===== config.mk =====
export PLATFORM = sky130hd
export DESIGN_NAME = first_fit_block_allocator
export DESIGN_NICKNAME = d
export VERILOG_FILES = /design/src/sv/ffba_pkg.sv /design/src/sv/first_fit_block_allocator.sv /design/src/sv/ffba_front.sv /design/src/sv/ffba_back.sv
export SDC_FILE = /design/constraint.sdc
export NUM_CORES = 1
export LEC_CHECK = 0
export BUFFER_PORTS_ARGS = -buffer_cell sky130_fd_sc_hd__buf_4
export CORE_MARGIN = 8
export CORE_UTILIZATION = 40
export CTS_CLUSTER_DIAMETER = 40
export DETAILED_ROUTE_END_ITERATION = 16
export HOLD_SLACK_MARGIN = 0.12
export REMOVE_ABC_BUFFERS = 1
export SLEW_MARGIN = 30
export SYNTH_ARGS = -nofsm -noshare
export SYNTH_HDL_FRONTEND = slang
export SYNTH_SLANG_ARGS = --single-unit

===== constraint.sdc =====
create_clock -name clk -period 7.7 [get_ports clk]
set_input_delay 1.155 -clock clk [delete_from_list [all_inputs] [get_ports clk]]
set_output_delay 1.155 -clock clk [all_outputs]
set_load 0.01 [all_outputs]

===== src/sv/ffba_pkg.sv =====
package ffba_pkg;

	localparam int NUM_BLOCKS = 32;
	localparam int SIZE_W     = 16;
	localparam int IDX_W      = 5;
	localparam int CNT_W      = 6;

	// stream payload widths, padded to whole bytes
	localparam int S_TDATA_W  = 40;
	localparam int M_TDATA_W  = 40;
	localparam int S_PAD_W    = S_TDATA_W - IDX_W - 2 * SIZE_W;
	localparam int M_PAD_W    = M_TDATA_W - IDX_W - 2 * SIZE_W;

	// command queue between front and back
	localparam int Q_DEPTH    = 2;
	localparam int Q_PTR_W    = 1;
	localparam int Q_CNT_W    = 2;

	typedef enum logic {
		OP_LOAD  = 1'b0,
		OP_ALLOC = 1'b1
	} op_t;

	typedef enum logic {
		ST_IDLE = 1'b0,
		ST_PICK = 1'b1
	} back_state_t;

	// one classified item: load carries the block size, allocate the request
	typedef struct packed {
		op_t              op;
		logic [IDX_W-1:0] idx;
		logic [SIZE_W-1:0] value;
	} cmd_t;

	typedef struct packed {
		logic valid;
		logic full;
	} queue_status_t;

endpackage


===== src/sv/first_fit_block_allocator.sv =====
// First-fit block allocator. Load items (tuser 0) write one block's size and free it; allocate
// items (tuser 1) take the lowest-numbered free block below block_count whose size covers the
// request and return its index, size and leftover, or found = 0 with zero fields. Items enter a
// two-entry command queue and are accepted every cycle while it has room. The back end takes a
// load at once; an allocate is a parallel compare of all 32 blocks, then a priority pick that
// updates the used marks, waits on a held output register and blocks new items, so sustained
// throughput is one load per cycle outside a pick. Used marks and block_count clear at reset;
// block sizes do not, so load every block below block_count before allocating. The user
// writes block_count via the always-ready cfg port only while the block is idle, unenforced.
module first_fit_block_allocator
	import ffba_pkg::*;
(
	input  logic                  clk,
	input  logic                  arst_n,
	input  logic                  cfg_valid,
	output logic                  cfg_ready,
	input  logic [CNT_W-1:0]      cfg_data,      // block_count
	input  logic                  s_tvalid,
	output logic                  s_tready,
	input  logic [S_TDATA_W-1:0]  s_tdata,       // block_index, block_size, request_size
	input  logic                  s_tuser,       // opcode
	output logic                  m_tvalid,
	input  logic                  m_tready,
	output logic [M_TDATA_W-1:0]  m_tdata,       // chosen_block, chosen_size, fragment
	output logic                  m_tuser        // found
);

	cmd_t          cmd;
	queue_status_t q_status;
	logic          cmd_pop;

	assign cfg_ready = 1'b1;

	ffba_front u_front (
		.clk      (clk),
		.arst_n   (arst_n),
		.s_tvalid (s_tvalid),
		.s_tready (s_tready),
		.s_tdata  (s_tdata),
		.s_tuser  (s_tuser),
		.cmd_pop  (cmd_pop),
		.cmd      (cmd),
		.q_status (q_status)
	);

	ffba_back u_back (
		.clk      (clk),
		.arst_n   (arst_n),
		.cfg_valid(cfg_valid && cfg_ready),
		.cfg_data (cfg_data),
		.cmd      (cmd),
		.q_status (q_status),
		.cmd_pop  (cmd_pop),
		.m_tvalid (m_tvalid),
		.m_tready (m_tready),
		.m_tdata  (m_tdata),
		.m_tuser  (m_tuser)
	);

	a_pop_nonempty: assert property (@(posedge clk) disable iff (!arst_n)
		cmd_pop |-> q_status.valid)
		else $error("command popped from empty queue");

	a_full_nonempty: assert property (@(posedge clk) disable iff (!arst_n)
		!s_tready |-> q_status.valid)
		else $error("input stalled with empty queue");

	a_miss_zero: assert property (@(posedge clk) disable iff (!arst_n)
		(m_tvalid && !m_tuser) |-> (m_tdata == '0))
		else $error("not-found result carries nonzero fields");

	a_frag_bound: assert property (@(posedge clk) disable iff (!arst_n)
		(m_tvalid && m_tuser) |->
			(m_tdata[IDX_W + SIZE_W +: SIZE_W] <= m_tdata[IDX_W +: SIZE_W]))
		else $error("fragment larger than chosen block");

endmodule


===== src/sv/ffba_front.sv =====
module ffba_front
	import ffba_pkg::*;
(
	input  logic                  clk,
	input  logic                  arst_n,
	input  logic                  s_tvalid,
	output logic                  s_tready,
	input  logic [S_TDATA_W-1:0]  s_tdata,
	input  logic                  s_tuser,
	input  logic                  cmd_pop,
	output cmd_t                  cmd,
	output queue_status_t         q_status
);

	cmd_t               q_mem_q [Q_DEPTH];
	logic [Q_PTR_W-1:0] wr_ptr_q;
	logic [Q_PTR_W-1:0] rd_ptr_q;
	logic [Q_CNT_W-1:0] count_q;
	cmd_t               in_cmd;
	logic               push;

	// classify: keep only the size field that the operation needs
	always_comb begin
		in_cmd.op  = op_t'(s_tuser);
		in_cmd.idx = s_tdata[IDX_W-1:0];
		if (in_cmd.op == OP_LOAD) begin
			in_cmd.value = s_tdata[IDX_W +: SIZE_W];
		end else begin
			in_cmd.value = s_tdata[IDX_W + SIZE_W +: SIZE_W];
		end
	end

	assign q_status.full  = (count_q == Q_CNT_W'(Q_DEPTH));
	assign q_status.valid = (count_q != '0);
	assign s_tready       = !q_status.full;
	assign push           = s_tvalid && s_tready;
	assign cmd            = q_mem_q[rd_ptr_q];

	always_ff @(posedge clk) begin
		if (push) begin
			q_mem_q[wr_ptr_q] <= in_cmd;
		end
	end

	always_ff @(posedge clk or negedge arst_n) begin
		if (!arst_n) begin
			wr_ptr_q <= '0;
			rd_ptr_q <= '0;
			count_q  <= '0;
		end else begin
			if (push) begin
				wr_ptr_q <= wr_ptr_q + 1'b1;
			end
			if (cmd_pop) begin
				rd_ptr_q <= rd_ptr_q + 1'b1;
			end
			case ({push, cmd_pop})
				2'b10:   count_q <= count_q + Q_CNT_W'(1);
				2'b01:   count_q <= count_q - Q_CNT_W'(1);
				default: count_q <= count_q;
			endcase
		end
	end

endmodule


===== src/sv/ffba_back.sv =====
module ffba_back
	import ffba_pkg::*;
(
	input  logic                  clk,
	input  logic                  arst_n,
	input  logic                  cfg_valid,
	input  logic [CNT_W-1:0]      cfg_data,
	input  cmd_t                  cmd,
	input  queue_status_t         q_status,
	output logic                  cmd_pop,
	output logic                  m_tvalid,
	input  logic                  m_tready,
	output logic [M_TDATA_W-1:0]  m_tdata,
	output logic                  m_tuser
);

	logic [SIZE_W-1:0]     size_q [NUM_BLOCKS];
	logic [NUM_BLOCKS-1:0] used_q;
	logic [CNT_W-1:0]      block_count_q;
	back_state_t           state_q;
	back_state_t           state_d;

	logic [NUM_BLOCKS-1:0] fit;
	logic [NUM_BLOCKS-1:0] fit_s1;
	logic [SIZE_W-1:0]     req_s1;

	logic                  hit;
	logic [IDX_W-1:0]      pick_idx;
	logic [SIZE_W-1:0]     pick_size;
	logic [SIZE_W-1:0]     pick_frag;
	logic                  out_load;

	logic                  out_valid_q;
	logic                  found_q;
	logic [IDX_W-1:0]      block_q;
	logic [SIZE_W-1:0]     chosen_size_q;
	logic [SIZE_W-1:0]     fragment_q;

	// compare every searched block against the request at the queue head
	always_comb begin
		for (int j = 0; j < NUM_BLOCKS; j++) begin
			fit[j] = !used_q[j] && (size_q[j] >= cmd.value)
				&& (CNT_W'(j) < block_count_q);
		end
	end

	// lowest-numbered fitting block wins
	always_comb begin
		hit      = 1'b0;
		pick_idx = '0;
		for (int j = 0; j < NUM_BLOCKS; j++) begin
			if (fit_s1[j] && !hit) begin
				hit      = 1'b1;
				pick_idx = IDX_W'(j);
			end
		end
		pick_size = hit ? size_q[pick_idx] : '0;
		pick_frag = hit ? (pick_size - req_s1) : '0;
	end

	always_comb begin
		state_d  = state_q;
		cmd_pop  = 1'b0;
		out_load = 1'b0;
		case (state_q)
			ST_IDLE: begin
				if (q_status.valid) begin
					cmd_pop = 1'b1;
					if (cmd.op == OP_ALLOC) begin
						state_d = ST_PICK;
					end
				end
			end
			ST_PICK: begin
				// hold until the output register is free
				if (!out_valid_q || m_tready) begin
					out_load = 1'b1;
					state_d  = ST_IDLE;
				end
			end
			default: state_d = ST_IDLE;
		endcase
	end

	always_ff @(posedge clk or negedge arst_n) begin
		if (!arst_n) begin
			state_q <= ST_IDLE;
		end else begin
			state_q <= state_d;
		end
	end

	always_ff @(posedge clk) begin
		if (cmd_pop && cmd.op == OP_LOAD) begin
			size_q[cmd.idx] <= cmd.value;
		end
		if (cmd_pop && cmd.op == OP_ALLOC) begin
			fit_s1 <= fit;
			req_s1 <= cmd.value;
		end
		if (out_load) begin
			found_q       <= hit;
			block_q       <= pick_idx;
			chosen_size_q <= pick_size;
			fragment_q    <= pick_frag;
		end
	end

	always_ff @(posedge clk or negedge arst_n) begin
		if (!arst_n) begin
			used_q        <= '0;
			block_count_q <= '0;
			out_valid_q   <= 1'b0;
		end else begin
			if (cfg_valid) begin
				block_count_q <= cfg_data;
			end
			if (cmd_pop && cmd.op == OP_LOAD) begin
				used_q[cmd.idx] <= 1'b0;
			end
			if (out_load && hit) begin
				used_q[pick_idx] <= 1'b1;
			end
			if (out_load) begin
				out_valid_q <= 1'b1;
			end else if (m_tready) begin
				out_valid_q <= 1'b0;
			end
		end
	end

	assign m_tvalid = out_valid_q;
	assign m_tuser  = found_q;
	assign m_tdata  = {{M_PAD_W{1'b0}}, fragment_q, chosen_size_q, block_q};

endmodule

==> reports/metrics.cfg <==
[synth]
synth_top_area_share_pct = 50.1
ys_seq_elements = 686
synth_cell_type_count = 65
muxShareOfSynthArea_pct = 1.52
synth_top_family_by_area = adder cells
synth_area_leaders = edfxtp_1, ha_1, nand2_1
yosysTopAreaCell = edfxtp_1
synth_simple_gate_area_share_pct = 12.7
synthAdderAreaFrac_pct = 17.2
synth_edf_count = 642
ys.warnings.count = 0
syn_area_mm2 = 0.0385
ys_seq_area_share_pct = 52.9
async_flop_share_pct = 6.41
synthTopCellsByCount = edfxtp_1, ha_1, nand2_1
syn_inst = 3322
yosys.cell_count.top_type = edfxtp_1
avgSynthCellArea_um2 = 11.6
synthFlopType = edfxtp_1
synth_compound_area_share_pct = 12.9
synth_xor_area_share_pct = 0.400

[finish]
fin_area_mm2 = 0.0453
fin_nets = 4092
drive_above_1_share_pct = 12.3
area_delta_synth_final_pct = 17.7
fin_util_pct = 47.2
instances_no_fill = 4886

[setup_path]
cp.required_ns = 8.12
reg2reg_from = u_back.fit_s1[12]
critPathCaptureType = flip-flop
cp_max_fo = 43
rr_endpoint = u_back.fragment_q[15]
worstSetupPathType = reg2reg
cp.arrival_ns = 7.40
cp-start-kind = flip-flop
reg2reg_setup_slack_ns = 0.72
ff2ff_path_depth = 23

[grt]
grt_use_met3_pct = 3.39
grt.overflow.total = 0
grt_most_used_layer = met2
grt_util_met2_pct = 34.1
grt_use_met1_pct = 26.8
grt_start_max_net_pins = 99
grt_first_pass_wirelength_um = 168000
grt_pass1_vias = 28000
grt_usage_pct = 20.2
antenna_found_initial = 1

[routing]
wl_per_cell_um = 22.7
drt_wl_total_um = 111000
dr.first_iter.drc_count = 2147
drc = 0
vias = 27800
drt_pass1_iterations = 5
final_antenna_net_count = 0
vias_per_cell = 5.69

[timing]
setup_ws_ns = 0.721
rsz0062_at_grt = false
worstMarginPinSlew_ns = 1.16
fin_crit_sh_pct = 90.6
final_hold_viol_count = 0
hold_ws_ns = 0.476
slew_violations = 0
max_freq_mhz = 143
period_needed_ns = 6.98
relSlewSlack_pct = 20.5
setup_tns_ns = 0
clock_skew_ns = 0.0278
setup_viol = 0

[min_path]
hold_class = in2async

[floorplan]
rows = 114
core_area_mm2 = 0.0960
initial_core_util_pct = 40.1
ios = 96
die_h_um = 326
die_w_um = 326
die-area_mm2 = 0.106

[clock_network]
root_buffer = clkbuf_16
ctsResizeCount = 0
cts_max_path_buffers = 3
cts_setup_buffers = 0
cts_buffers = 121
htreeDepth = 3
clk_pin_slew_ns = 0.05
cts_hold_buf = 0
cts_sinks = 686
cts_tree = done
clkLatencyLatePin_ns = 0.69

[place]
place_congestion = 0.881
placed_area_mm2 = 0.0413
hpwl_um = 78000
dpl.cell_count = 4664
port_buffers = 88
post-place-ws_ns = 0.758

[pwr]
p_total_mw = 18.3
vdd_drop_max_v = 0.000211
power_density_mw_per_mm2 = 403
p_leak_nw = 18.7

[run_status]
outcome = completed

[run]
cap_violations = 0

## critical path: stages, from the launching register on
cell,delay (ns)
edfxtp_1,0.42
nor4_1,0.55
nand4_2,0.24
nor4b_1,0.45
a221oi_1,0.16
and2_4,0.24
inv_8,0.26
buf_4,0.35
nand2_1,0.08
and3_1,0.18
a31oi_1,0.41
o22ai_1,0.16
or4_1,0.48
nor4_1,0.42
buf_4,0.22
ha_1,0.20
o21ai_0,0.14
o311ai_0,0.55
a31oi_1,0.19
nor2b_1,0.18
o21ai_0,0.17
a21oi_1,0.23
xnor3_1,0.23
and2_1,0.16
## where the power goes
group,internal [mW],total (mW),switching (mW)
clock,3.49,5.39,1.89
sequential,5.09,5.35,0.257
combinational,2.71,7.52,4.81
## layout make-up
cell class	count	area, µm²
fill	8673	50600
sequential	686	20400
multi-input combinational	2431	17500
clock buffer	148	3220
tap	1276	1600
timing repair buffer	188	1490
clock inverter	73	865
inverter	83	323
antenna	1	2.50
## cells in the final DEF (no fill, tap or decap), drive strengths merged, types with 10 or more instances in the layout
cell type,netlist,layout
or4,16,16
ha,528,528
o211a,14,14
and3,65,65
o21a,13,13
edfxtp,642,642
nand2,514,514
nand2b,74,74
nor2,104,104
nor3,23,23
a31oi,63,63
mux2,27,27
bufinv,0,16
a21o,186,186
o211ai,23,23
a21oi,192,192
nor2b,40,40
a2111oi,21,21
nand3,122,122
clkbuf,76,148
o22ai,28,28
dfrtp,44,44
o21ai,162,162
nor4,34,34
mux2i,28,28
nand4,28,28
inv,83,92
a211oi,36,36
xnor2,10,10
buf,48,188
clkinv,0,39
## worst max-delay path by stage
stage | depth (start not counted) | end | slack, ns | startpoint
final | 23 | u_back.fragment_q[15] | 0.72 | u_back.fit_s1[12]
after global placement | 23 | u_back.fragment_q[15] | 0.87 | u_back.fit_s1[12]
after detailed placement | 22 | u_back.fragment_q[15] | 0.76 | u_back.fit_s1[13]
after global routing | 23 | u_back.fragment_q[15] | 0.35 | u_back.fit_s1[12]
after CTS | 22 | u_back.fragment_q[15] | 0.69 | u_back.fit_s1[12]
after floorplan | 22 | u_back.fragment_q[14] | -3.99 | u_back.fit_s1[9]
## cell families after synthesis
| family | Yosys count |
|---|---|
| xor+xnor | 16 |
| mux | 55 |
| fa+ha+maj | 529 |
| buf+inv | 207 |
| compound gates | 782 |
| flops | 686 |
| simple gates | 1045 |
| other cells | 2 |
## registers in the layout (all words and copies together), names as in the netlist
register,cells
u_front.rd_ptr_q,1
u_back.m_tuser,1
u_back.size_q,512
u_back.m_tvalid,1
u_front.q_mem_q,44
u_back.block_count_q,6
u_back.chosen_size_q,16
u_back.state_q,1
u_front.wr_ptr_q,1
u_back.block_q,5
u_back.req_s1,16
u_back.fit_s1,32
u_front.count_q,2
u_back.fragment_q,16
u_back.used_q,32
## per-layer routing
metal	part of all wire, %	up-vias
met5	0	-
met4	2.8	0
met3	6.5	230
met2	48	969
met1	43	13600
li1	-	13000
No activity file was read; power rests on OpenSTA's default activity.
